File: src/sv/scan_disk_scheduler_assert.svh
// assertion macros for the scan disk scheduler
// used by the top level only, no other dependencies
`ifndef SCAN_DISK_SCHEDULER_ASSERT_SVH
`define SCAN_DISK_SCHEDULER_ASSERT_SVH

// same-cycle implication under reset
`define SDS_ASSERT_NOW(label, clk, rst_n, ante, cons) \
  label: assert property (@(posedge clk) disable iff (!rst_n) (ante) |-> (cons)) \
    else $error("scan disk scheduler check failed");

// next-cycle implication under reset
`define SDS_ASSERT_NEXT(label, clk, rst_n, ante, cons) \
  label: assert property (@(posedge clk) disable iff (!rst_n) (ante) |=> (cons)) \
    else $error("scan disk scheduler check failed");

`endif

File: src/sv/sds_pkg.sv
// shared types and constants of the scan disk scheduler
// no dependencies
package sds_pkg;

  localparam int QUEUE_DEPTH = 16;
  localparam int TRACK_BITS  = 8;
  localparam int IDX_W       = $clog2(QUEUE_DEPTH);
  localparam int CNT_W       = $clog2(QUEUE_DEPTH + 1);
  localparam int DIST_W      = TRACK_BITS + 1;
  localparam int TT_W        = 9;
  localparam int APB_AW      = 4;
  localparam int APB_DW      = 32;

  localparam logic [CNT_W-1:0]      DEPTH_CNT = CNT_W'(QUEUE_DEPTH);
  localparam logic [TRACK_BITS-1:0] TRACK_MAX = {TRACK_BITS{1'b1}};
  localparam logic [DIST_W-1:0]     SUM_MAX   = {DIST_W{1'b1}};

  localparam logic [TT_W-1:0]       RST_TOTAL_TRACKS = TT_W'(200);
  localparam logic [TRACK_BITS-1:0] RST_START_HEAD   = TRACK_BITS'(100);
  localparam logic                  RST_START_UPWARD = 1'b1;

  typedef enum logic [1:0] {
    REG_TOTAL_TRACKS = 2'd0,
    REG_START_HEAD   = 2'd1,
    REG_START_UPWARD = 2'd2
  } sds_reg_e;

  typedef enum logic [1:0] {
    ST_LOAD,
    ST_SCAN,
    ST_SERVE
  } sds_state_e;

  typedef struct packed {
    logic [TRACK_BITS-1:0] request_track;
    logic                  last_request;
  } sds_req_t;

  typedef struct packed {
    logic [TRACK_BITS-1:0] served_track;
    logic [DIST_W-1:0]     move_distance;
    logic [DIST_W-1:0]     total_seek;
    logic                  final_service;
    logic                  dropped_any;
  } sds_res_t;

  typedef struct packed {
    logic [TT_W-1:0]       total_tracks;
    logic [TRACK_BITS-1:0] start_head;
    logic                  start_upward;
    logic [TRACK_BITS-1:0] edge_track;
  } sds_cfg_t;

endpackage

File: src/sv/sds_cfg.sv
// configuration registers of the scan disk scheduler behind an apb-style port
// depends on sds_pkg
module sds_cfg import sds_pkg::*; (
  input  logic              clk_i,
  input  logic              rst_ni,
  input  logic              psel,
  input  logic              penable,
  input  logic              pwrite,
  input  logic [APB_AW-1:0] paddr,
  input  logic [APB_DW-1:0] pwdata,
  output logic [APB_DW-1:0] prdata,
  output logic              pready,
  output sds_cfg_t          cfg_o
);

  logic [TT_W-1:0]       total_tracks_q;
  logic [TRACK_BITS-1:0] start_head_q;
  logic                  start_upward_q;
  logic                  wr_en;
  sds_reg_e              reg_sel;
  logic [TT_W-1:0]       tt_m1;

  assign pready  = 1'b1;
  assign wr_en   = psel && penable && pwrite && pready;
  assign reg_sel = sds_reg_e'(paddr[APB_AW-1:2]);

  always_ff @(posedge clk_i or negedge rst_ni) begin
    if (!rst_ni) begin
      total_tracks_q <= RST_TOTAL_TRACKS;
      start_head_q   <= RST_START_HEAD;
      start_upward_q <= RST_START_UPWARD;
    end else if (wr_en) begin
      unique case (reg_sel)
        REG_TOTAL_TRACKS: total_tracks_q <= pwdata[TT_W-1:0];
        REG_START_HEAD:   start_head_q   <= pwdata[TRACK_BITS-1:0];
        REG_START_UPWARD: start_upward_q <= pwdata[0];
        default: ;
      endcase
    end
  end

  always_comb begin
    unique case (reg_sel)
      REG_TOTAL_TRACKS: prdata = APB_DW'(total_tracks_q);
      REG_START_HEAD:   prdata = APB_DW'(start_head_q);
      REG_START_UPWARD: prdata = APB_DW'(start_upward_q);
      default:          prdata = '0;
    endcase
  end

  // upward sweep edge, clamped to the highest track
  assign tt_m1 = total_tracks_q - TT_W'(1);

  always_comb begin
    cfg_o.total_tracks = total_tracks_q;
    cfg_o.start_head   = start_head_q;
    cfg_o.start_upward = start_upward_q;
    if (total_tracks_q == '0) begin
      cfg_o.edge_track = '0;
    end else if (tt_m1 > TT_W'(TRACK_MAX)) begin
      cfg_o.edge_track = TRACK_MAX;
    end else begin
      cfg_o.edge_track = tt_m1[TRACK_BITS-1:0];
    end
  end

endmodule

File: src/sv/scan_disk_scheduler.sv
// Track requests are loaded one per cycle, while no batch is in service, into a
// 16-entry request store; the request marked last starts service, and the block
// then returns every stored request in SCAN (elevator) order from the configured
// start track and direction, running to the disk edge before reversing. Each
// served request takes a walk over the store through its single read port, and
// waits while the output side stalls. New requests are taken again once the final
// result has entered the output register. Configuration is read when the last
// request of a batch arrives.
`include "scan_disk_scheduler_assert.svh"

module scan_disk_scheduler import sds_pkg::*; (
  input  logic              clk_i,
  input  logic              rst_ni,
  input  logic              in_valid_i,
  output logic              in_stall_o,
  input  sds_req_t          in_req_i,
  output logic              out_valid_o,
  input  logic              out_stall_i,
  output sds_res_t          out_res_o,
  input  logic              psel,
  input  logic              penable,
  input  logic              pwrite,
  input  logic [APB_AW-1:0] paddr,
  input  logic [APB_DW-1:0] pwdata,
  output logic [APB_DW-1:0] prdata,
  output logic              pready
);

  sds_cfg_t cfg;

  sds_cfg u_cfg (
    .clk_i   (clk_i),
    .rst_ni  (rst_ni),
    .psel    (psel),
    .penable (penable),
    .pwrite  (pwrite),
    .paddr   (paddr),
    .pwdata  (pwdata),
    .prdata  (prdata),
    .pready  (pready),
    .cfg_o   (cfg)
  );

  sds_state_e            state_q, state_d;
  logic [CNT_W-1:0]      count_q, served_q, scan_q;
  logic [QUEUE_DEPTH-1:0] pend_q;
  logic [TRACK_BITS-1:0] head_q, edge_q;
  logic                  up_q;
  logic [DIST_W-1:0]     seek_q;
  logic                  ovf_q;
  logic                  rd_vld_q;
  logic [IDX_W-1:0]      rd_idx_q;
  logic [TRACK_BITS-1:0] rd_data_q;
  logic [TRACK_BITS-1:0] mem [QUEUE_DEPTH];
  logic                  a_vld_q, r_vld_q;
  logic [IDX_W-1:0]      a_idx_q, r_idx_q;
  logic [TRACK_BITS-1:0] a_trk_q, r_trk_q;
  logic                  out_valid_q;
  sds_res_t              out_res_q;

  logic                  in_acc, store_en, scan_issue, scan_done, out_free;
  logic                  serve_fire, batch_end, found, is_final, cand_ok;
  logic                  a_take, r_take;
  logic [TRACK_BITS-1:0] sel_trk, turn;
  logic [IDX_W-1:0]      sel_idx;
  logic [DIST_W-1:0]     move_dist;
  logic [DIST_W:0]       sum_raw;
  logic [DIST_W-1:0]     sum_sat;

  assign in_stall_o  = (state_q != ST_LOAD);
  assign in_acc      = in_valid_i && !in_stall_o;
  assign store_en    = in_acc && (count_q < DEPTH_CNT);
  assign scan_issue  = (state_q == ST_SCAN) && (scan_q < count_q);
  assign scan_done   = (scan_q == count_q) && !rd_vld_q;
  assign out_free    = !out_valid_q || !out_stall_i;
  assign out_valid_o = out_valid_q;
  assign out_res_o   = out_res_q;

  // candidate checks on the entry read last cycle
  assign cand_ok = rd_vld_q && pend_q[rd_idx_q];
  assign a_take  = cand_ok && (up_q ? (rd_data_q >= head_q) : (rd_data_q <= head_q)) &&
                   (!a_vld_q || (up_q ? (rd_data_q < a_trk_q) : (rd_data_q > a_trk_q)));
  assign r_take  = cand_ok && (up_q ? (rd_data_q <= head_q) : (rd_data_q >= head_q)) &&
                   (!r_vld_q || (up_q ? (rd_data_q > r_trk_q) : (rd_data_q < r_trk_q)));

  // selection and movement for the request being served
  assign found    = a_vld_q || r_vld_q;
  assign sel_trk  = a_vld_q ? a_trk_q : r_trk_q;
  assign sel_idx  = a_vld_q ? a_idx_q : r_idx_q;
  assign turn     = (edge_q > head_q) ? edge_q : head_q;
  assign is_final = (CNT_W'(served_q + CNT_W'(1)) == count_q);

  always_comb begin
    if (a_vld_q) begin
      move_dist = up_q ? DIST_W'(sel_trk - head_q) : DIST_W'(head_q - sel_trk);
    end else if (up_q) begin
      // turning at the upper edge
      move_dist = DIST_W'(turn - head_q) + DIST_W'(turn - sel_trk);
    end else begin
      // turning at track zero
      move_dist = DIST_W'(head_q) + DIST_W'(sel_trk);
    end
  end

  assign sum_raw = {1'b0, seek_q} + {1'b0, move_dist};
  assign sum_sat = sum_raw[DIST_W] ? SUM_MAX : sum_raw[DIST_W-1:0];

  always_comb begin
    state_d    = state_q;
    serve_fire = 1'b0;
    batch_end  = 1'b0;
    unique case (state_q)
      ST_LOAD: begin
        if (in_acc && in_req_i.last_request) state_d = ST_SCAN;
      end
      ST_SCAN: begin
        if (scan_done) state_d = ST_SERVE;
      end
      ST_SERVE: begin
        if (!found) begin
          batch_end = 1'b1;
          state_d   = ST_LOAD;
        end else if (out_free) begin
          serve_fire = 1'b1;
          batch_end  = is_final;
          state_d    = is_final ? ST_LOAD : ST_SCAN;
        end
      end
      default: state_d = ST_LOAD;
    endcase
  end

  always_ff @(posedge clk_i or negedge rst_ni) begin
    if (!rst_ni) begin
      state_q     <= ST_LOAD;
      count_q     <= '0;
      served_q    <= '0;
      scan_q      <= '0;
      pend_q      <= '0;
      head_q      <= RST_START_HEAD;
      edge_q      <= '0;
      up_q        <= RST_START_UPWARD;
      seek_q      <= '0;
      ovf_q       <= 1'b0;
      rd_vld_q    <= 1'b0;
      a_vld_q     <= 1'b0;
      r_vld_q     <= 1'b0;
      out_valid_q <= 1'b0;
    end else begin
      state_q  <= state_d;
      rd_vld_q <= scan_issue;
      if (store_en) begin
        pend_q[count_q[IDX_W-1:0]] <= 1'b1;
        count_q <= count_q + CNT_W'(1);
      end else if (in_acc) begin
        ovf_q <= 1'b1;
      end
      if (in_acc && in_req_i.last_request) begin
        head_q  <= cfg.start_head;
        up_q    <= cfg.start_upward;
        edge_q  <= cfg.edge_track;
        scan_q  <= '0;
        a_vld_q <= 1'b0;
        r_vld_q <= 1'b0;
      end
      if (scan_issue) scan_q <= scan_q + CNT_W'(1);
      if (a_take) a_vld_q <= 1'b1;
      if (r_take) r_vld_q <= 1'b1;
      if (out_valid_q && !out_stall_i) out_valid_q <= 1'b0;
      if (serve_fire) begin
        pend_q[sel_idx] <= 1'b0;
        head_q      <= sel_trk;
        up_q        <= a_vld_q ? up_q : !up_q;
        seek_q      <= sum_sat;
        served_q    <= served_q + CNT_W'(1);
        scan_q      <= '0;
        a_vld_q     <= 1'b0;
        r_vld_q     <= 1'b0;
        out_valid_q <= 1'b1;
      end
      if (batch_end) begin
        pend_q   <= '0;
        count_q  <= '0;
        served_q <= '0;
        seek_q   <= '0;
        ovf_q    <= 1'b0;
      end
    end
  end

  // request store and best-candidate payload
  always_ff @(posedge clk_i) begin
    if (store_en) mem[count_q[IDX_W-1:0]] <= in_req_i.request_track;
    rd_data_q <= mem[scan_q[IDX_W-1:0]];
    rd_idx_q  <= scan_q[IDX_W-1:0];
    if (a_take) begin
      a_trk_q <= rd_data_q;
      a_idx_q <= rd_idx_q;
    end
    if (r_take) begin
      r_trk_q <= rd_data_q;
      r_idx_q <= rd_idx_q;
    end
    if (serve_fire) begin
      out_res_q.served_track  <= sel_trk;
      out_res_q.move_distance <= move_dist;
      out_res_q.total_seek    <= sum_sat;
      out_res_q.final_service <= is_final;
      out_res_q.dropped_any   <= ovf_q;
    end
  end

  `SDS_ASSERT_NOW(a_pend_balance, clk_i, rst_ni, 1'b1,
    $countones(pend_q) + int'(served_q) == int'(count_q))

  `SDS_ASSERT_NOW(a_read_in_range, clk_i, rst_ni, rd_vld_q,
    CNT_W'(rd_idx_q) < count_q)

  `SDS_ASSERT_NEXT(a_batch_clear, clk_i, rst_ni, serve_fire && is_final,
    count_q == '0 && pend_q == '0 && seek_q == '0 && out_res_q.final_service)

endmodule

File: config.mk
export PLATFORM = sky130hd
export DESIGN_NAME = scan_disk_scheduler
export DESIGN_NICKNAME = d
export VERILOG_FILES = /design/src/sv/sds_pkg.sv /design/src/sv/sds_cfg.sv /design/src/sv/scan_disk_scheduler.sv
export VERILOG_INCLUDE_DIRS = /design/src /design/src/sv
export SDC_FILE = /design/constraint.sdc
export NUM_CORES = 1
export LEC_CHECK = 0
export BUFFER_PORTS_ARGS = -buffer_cell sky130_fd_sc_hd__buf_2
export CAP_MARGIN = 10
export CORE_UTILIZATION = 50
export DETAILED_ROUTE_END_ITERATION = 8
export PLACE_DENSITY = 0.68
export SLEW_MARGIN = 40
export SYNTH_ARGS = -nofsm -noshare
export SYNTH_HDL_FRONTEND = slang
export SYNTH_HIERARCHICAL = 1
export SYNTH_SLANG_ARGS = --single-unit
File: constraint.sdc
create_clock -name clk_i -period 7.17 [get_ports clk_i]
set_input_delay 0.3585 -clock clk_i [delete_from_list [all_inputs] [get_ports clk_i]]
set_output_delay 0.3585 -clock clk_i [all_outputs]
set_load 0.01 [all_outputs]
# After elaboration in Yosys (flattened, before gate mapping)
# Memories as Yosys holds them, arrays and structs flattened. A register that Yosys moved wholly into a read port is not among the register bits.
# Cells that the tools add are included.
[classes] n_addsub=11 mul=0 div=0 order_cmp=15 eq_ne=11 n_shift=0 muxes=61 bitwise=3 reduce_logical=44
[ops] operator="two-way mux 9 bit" n=6
[ops] operator="two-way mux 16 bit" n=3
[ops] operator="two-way mux 8 bit" n=6
[ops] operator="subtractor 8 x 8 -> 9 bit" n=4
[ops] operator="two-way mux 5 bit" n=7
[ops] operator="two-way mux 1 bit" n=29
[ops] operator="case mux 9 bit (3 select lines)" n=1
[ops] operator="greater-than comparator 8 bit" n=3
[ops] operator="bitwise AND 16 bit" n=1
[ops] operator="less-than comparator 8 bit" n=2
[ops] operator="NOT 16 bit" n=1
[ops] operator="OR 16 bit" n=1
[ops] operator="adder 5 x 1 -> 5 bit, second input constant" n=3
[ops] operator="logical AND 1 bit" n=15
[ops] operator="less-than comparator 4 x 5 -> 1 bit, second input constant" n=3
[ops] operator="nonzero test 2 bit" n=6
[ops] operator="adder 9 x 9 -> 10 bit" n=1
[ops] operator="== test 5 bit" n=2
[ops] operator="AND reduction 2 bit" n=5
[ops] operator="adder 8 x 8 -> 9 bit" n=1
[ops] operator="adder 9 bit" n=1
[ops] operator="greater-than comparator 9 x 8 -> 1 bit, second input constant" n=1
[ops] operator="logical NOT 9 bit" n=1
[ops] operator="nonzero test 3 bit" n=3
[ops] operator="other kinds (20)" n=39
[word_totals] register_bits=138 latchBits=0 ramBits=128 romBits=0 inputBits=52 out_inout_bits=63 wordCells=173 n_memories=1
[mem_list] name="mem" depth=16 width=8 rd=1 rd_ports_with_merged_regs=1 wr=1 line_no="scan_disk_scheduler.sv:54" rtl="logic [TRACK_BITS-1:0] mem [QUEUE_DEPTH];"

# Logic depth before layout (Yosys ltp)
[logic_depth] ltp_word=10 ltp_mapped=26 mapped_depth_nobuf=25

# Cells and area by module
# Netlist, hierarchy kept.
[modules_own_cells] module="scan_disk_scheduler" n_inst=1 cells_per_inst=972 area_each_um2=12819.8 seq_area_each_um2=7252.0
[modules_own_cells] module="sds_cfg" n_inst=1 cells_per_inst=132 area_each_um2=1373.8 seq_area_each_um2=459.2

# Worst setup path after synthesis
# OpenSTA, ideal clock, no wires.
[synth_timing] kind="flip-flop to flip-flop" start="register head_q[1]" end="register seek_q[4]" setup_ps=121 arrival_time_ps=4944 t_required_ps=7049 path_slack_ps=2105 path_stages_with_launch=26 n_path_buf=1 period_less_slack_ps=5065 cell_sequence="dfrtp_1 > inv_1 > ha_1 > nor2b_1 > o211ai_1 > a21o_1 > a21o_1 > buf_4 > mux2i_1 > fa_1 > inv_1 > ha_1 > nor2b_1 > o21ai_0 > a21boi_1 > o21ai_0 > a21o_1 > o211ai_1 > nor3b_1 > o31ai_1 > ha_1 > nand3_1 > a21oi_1 > a211oi_2 > o21ai_0 > a22o_1"
[synth_between] elab_chain_cells=10 word_cells_on_any_way=15 classes_between="7 x add/sub; 1 x order compare; 7 x mux"
[synth_lines] item="start, declared" line_no="scan_disk_scheduler.sv:47" rtl="logic [TRACK_BITS-1:0] head_q, edge_q;"
[synth_lines] item="start signal, assigned" line_no="scan_disk_scheduler.sv:159" rtl="head_q <= cfg.start_head;"
[synth_lines] item="start signal, assigned" line_no="scan_disk_scheduler.sv:172" rtl="head_q <= sel_trk;"
[synth_lines] item="greater-than comparator 8 bit" line_no="scan_disk_scheduler.sv:90" rtl="assign turn = (edge_q > head_q) ? edge_q : head_q;"
[synth_lines] item="two-way mux 8 bit" line_no="scan_disk_scheduler.sv:90"
[synth_lines] item="subtractor 8 x 8 -> 9 bit" line_no="scan_disk_scheduler.sv:98" rtl="move_dist = DIST_W'(turn - head_q) + DIST_W'(turn - sel_trk);"
[synth_lines] item="adder 9 bit" line_no="scan_disk_scheduler.sv:98"
[synth_lines] item="two-way mux 9 bit" line_no="scan_disk_scheduler.sv:96" rtl="end else if (up_q) begin"
[synth_lines] item="two-way mux 9 bit (*)" line_no="scan_disk_scheduler.sv:94" rtl="if (a_vld_q) begin"
[synth_lines] item="named net move_dist[8]" line_no="scan_disk_scheduler.sv:66" rtl="logic [DIST_W-1:0] move_dist;"
[synth_lines] item="adder 9 x 9 -> 10 bit (*)" line_no="scan_disk_scheduler.sv:105" rtl="assign sum_raw = {1'b0, seek_q} + {1'b0, move_dist};"
[synth_lines] item="two-way mux 9 bit (*)" line_no="scan_disk_scheduler.sv:106" rtl="assign sum_sat = sum_raw[DIST_W] ? SUM_MAX : sum_raw[DIST_W-1:0];"
[synth_lines] item="named net sum_sat[4]" line_no="scan_disk_scheduler.sv:68" rtl="logic [DIST_W-1:0] sum_sat;"
[synth_lines] item="two-way mux 9 bit (*)" line_no="scan_disk_scheduler.sv:170" rtl="if (serve_fire) begin"
[synth_lines] item="two-way mux 9 bit (*)" line_no="scan_disk_scheduler.sv:181" rtl="if (batch_end) begin"
[synth_lines] item="end signal, assigned" line_no="scan_disk_scheduler.sv:174" rtl="seek_q <= sum_sat;"
[synth_lines] item="end, declared" line_no="scan_disk_scheduler.sv:49" rtl="logic [DIST_W-1:0] seek_q;"
# The timed path passes the listed nets; every way through them passes the cells marked *. The select of a mux whose other input is x is not followed.
# A chain may end at the register's enable or synchronous reset.

# Final worst setup path
# Ends and elaborated chain as after synthesis.

==> results_dict.tcl <==
set metrics [dict create \
    status "finished, final reports clean" \
    worstMarginPinSlew_ns 0.7976 \
    slew_viol_final 0 \
    io_buffers 65 \
    hold_slack_ns 0.02029 \
    final_util_pct 56.93 \
    cts-resized-gates 0 \
    cellLeakagePower_nw 6.337 \
    ctsHtreeMaxLevel 1 \
    core_area_um2 27860 \
    yosysWarningCount 6 \
    drt_iter0_drc 553 \
    synth_ff_type "edfxtp_1" \
    post-place-ws_ns 1.065 \
    finalSetupTns_ns 0 \
    gp_congestion 0.8958 \
    antennaDiodeCount 0 \
    ant_nets 0 \
    cts_buffer_depth 3 \
    cts_made_buffers 31 \
    cp_cell_sequence "inv_1, ha_1, nor2b_1, o211ai_1, a21o_1, a21o_1, mux2i_1, fa_1, inv_1, ha_1, nor2b_1, o21ai_0, a21boi_1, o21ai_0, a21o_1, o211ai_1, nor3b_1, o31ai_1, ha_1, nand3_1, a21oi_1, a211oi_2, o21ai_0, a22o_1" \
    setup_ws_ns 1.027 \
    skew_ns 0.009038 \
    start_kind "flip-flop" \
    grt_util_all_layers_pct 22.26 \
    post_cts_buffers 0 \
    hpwlAfterDp_um 21920 \
    crit_buf_inv 2 \
    rsz0062_at_grt "no" \
    die_h_um 170.5 \
    synthToLayoutAreaGrowth_pct 11.73 \
    max_stage_delay_ns 0.51 \
    slew_headroom_pct 46.77 \
    die_w_um 170.5 \
    crit_path_end_kind "flip-flop" \
    ys_seq_area_share_pct 54.33 \
    critPathRequiredTime_ns 7.62 \
    worstPathMaxFanout 8 \
    grt_pass1_wl_um 49280 \
    fin_nets 1329 \
    clk_transition_reported_paths_ns 0.06 \
    setup_viol 0 \
    hold_path.class "input port to flip-flop" \
    vias 8881 \
    clock_latency_ns 0.57 \
    arrival_ns 6.59 \
    start_util_pct 50.95 \
    cts_hold_buf 1 \
    dieArea_um2 29070 \
    final_cells 1576 \
    crit_type "flip-flop to flip-flop" \
    slowest_stage "a211oi_2" \
    hold_viol 0 \
    netlist_area_um2 14190 \
    grt_max_degree 74 \
    syn_area_per_cell_um2 12.86 \
    wl_um 31130 \
    drv_cap 0 \
    vias_per_cell 5.635 \
    cts_tree "yes" \
    finalCritPeriodShare_pct 85.67 \
    clockRootBuffer "clkbuf_16" \
    max_freq_ghz 0.1628 \
    cts_num_sinks 274 \
    async_flop_share_pct 29.93 \
    design.portCount 115 \
    drc 0 \
    antenna_found_initial 0 \
    synth_edf_count 180 \
    drive_gt1_share_pct 18.70 \
    detail_route.wl_per_cell_um 19.75 \
    cp_top_family "compound AO/OA/AOI/OAI gates" \
    rows 61 \
    drtPass1Iterations 5 \
    grt_pass1_vias 8967 \
    grt_overflow 0 \
    powerDensity_nw_per_um2 495.6 \
    dp.cells 1519 \
    syn-instance-count 1104 \
    yosys_register_bits 274 \
    yosysUniqueCellTypes 83 \
    ir_drop_uv 262.5 \
    final.min_clock_period_ns 6.143 \
]
-- synthesized netlist by cell type, types with 5 or more instances --
| library cell | instances | area, um2 |
|---|---|---|
| a211oi_1 | 27 | 202.7 |
| a21o_1 | 13 | 97.59 |
| a21oi_1 | 42 | 210.2 |
| a22o_1 | 12 | 105.1 |
| and3_1 | 5 | 31.28 |
| buf_2 | 9 | 45.04 |
| buf_4 | 26 | 195.2 |
| clkbuf_1 | 24 | 90.09 |
| dfrtp_1 | 71 | 1777 |
| dfstp_2 | 11 | 289.0 |
| dfxtp_1 | 12 | 240.2 |
| edfxtp_1 | 180 | 5405 |
| fa_1 | 11 | 220.2 |
| ha_1 | 91 | 1139 |
| inv_1 | 77 | 289.0 |
| mux2_2 | 11 | 123.9 |
| mux2_4 | 9 | 135.1 |
| mux2i_1 | 23 | 230.2 |
| mux4_2 | 42 | 945.9 |
| nand2_1 | 63 | 236.5 |
| nand2b_1 | 10 | 62.56 |
| nand3_1 | 17 | 85.08 |
| nand4_1 | 8 | 50.05 |
| nor2_1 | 94 | 352.8 |
| nor2b_1 | 17 | 106.4 |
| nor3_1 | 17 | 85.08 |
| o211ai_1 | 6 | 45.04 |
| o21a_1 | 12 | 90.09 |
| o21ai_0 | 30 | 150.1 |
| o21ai_1 | 9 | 45.04 |
| o21bai_1 | 5 | 37.54 |
| o221ai_1 | 11 | 96.34 |
| xnor2_1 | 20 | 175.2 |
| xor2_1 | 10 | 87.58 |
-- cells in the final DEF (no fill, tap or decap), types with 23 or more instances in the layout --
| cell | instances |
|---|---|
| conb_1 | 24 |
| mux4_2 | 42 |
| o21ai_0 | 30 |
| nand2_1 | 63 |
| buf_2 | 64 |
| mux2i_1 | 23 |
| a21oi_1 | 42 |
| a211oi_1 | 27 |
| clkbuf_16 | 31 |
| nor2_1 | 84 |
| edfxtp_1 | 180 |
| ha_1 | 91 |
| dfrtp_1 | 69 |
| inv_1 | 77 |
-- through the flow --
| step | cell area (um2) | power, mW |
|---|---|---|
| final | 15860 | 7.860 |
| after global routing | 15860 | 8.465 |
| after CTS | 15860 | 7.891 |
| after detailed placement | 14860 | 6.356 |
| after global placement | 14820 | 6.244 |
| after floorplan | 14280 | 5.424 |
-- logic make-up after synthesis --
kind of cell,count (synthesis),synth area share (%)
other cells,2,0.05291
buf+inv,144,4.681
compound gates,201,9.600
mux,91,11.01
xor+xnor,30,1.851
fa+ha+maj,104,9.714
simple gates,258,8.762
flops,274,54.33
-- flip-flops by register name (all words and copies together) (netlist names), 8 cells and up --
name / flops
pend_q: 16
a_trk_q: 8
edge_q: 8
r_trk_q: 8
rd_data_q: 8
mem: 128
seek_q: 9
out_res_o: 28
head_q: 8
u_cfg/total_tracks_q: 9
u_cfg/start_head_q: 8
-- metal layers --
layer  vias up  share of wire, %  GRT usage [%]
met1      4400                42          28.43
met5         -                 0              0
met4         0               2.8          6.855
met3        61               5.4          4.209
li1       4196                 -              -
met2       224                50          38.33
-- worst register-to-register path: stages, from the launching register on --
cell	delay (ns)
dfrtp_1	0.49
inv_1	0.22
ha_1	0.34
nor2b_1	0.14
o211ai_1	0.20
a21o_1	0.20
a21o_1	0.36
mux2i_1	0.27
fa_1	0.44
inv_1	0.07
ha_1	0.25
nor2b_1	0.14
o21ai_0	0.34
a21boi_1	0.15
o21ai_0	0.24
a21o_1	0.17
o211ai_1	0.08
nor3b_1	0.17
o31ai_1	0.30
ha_1	0.35
nand3_1	0.10
a21oi_1	0.05
a211oi_2	0.51
o21ai_0	0.23
a22o_1	0.22
-- where the power goes --
part / switching (mW) / total (mW) / internal, mW
sequential: 0.341 / 2.44 / 2.10
clock: 0.629 / 1.51 / 0.878
combinational: 2.19 / 3.91 / 1.72
-- path summary, 6_finish.rpt --
check | cells past startpoint | to | slack, ns | from
worst max register to register | 24 | seek_q[4]$_DFFE_PN0P_ | 1.03 | head_q[1]$_DFFE_PN0P_
worst min-delay path | 2 | u_cfg/total_tracks_q[8]$_DFFE_PN0P_ | 0.02 | pwdata[8]
max in group asynchronous | 3 | scan_q[2]$_DFFE_PN0P_ | 6.06 | rst_ni
min in group asynchronous | 2 | seek_q[0]$_DFFE_PN0P_ | 0.18 | rst_ni
worst max-delay path | 24 | seek_q[4]$_DFFE_PN0P_ | 1.03 | head_q[1]$_DFFE_PN0P_
worst min register to register | 0 | out_res_o[0]$_DFFE_PP_ | 0.46 | ovf_q$_DFFE_PN0P_
-- layout make-up --
class	count	area, um2
tap	378	473.0
timing repair buffer	80	446.7
clock buffer	37	808.3
sequential	274	7714
fill	2255	12000
multi-input combinational	708	5941
inverter	80	300.3
clock inverter	19	176.4
Power figures use the tool's default switching activity.
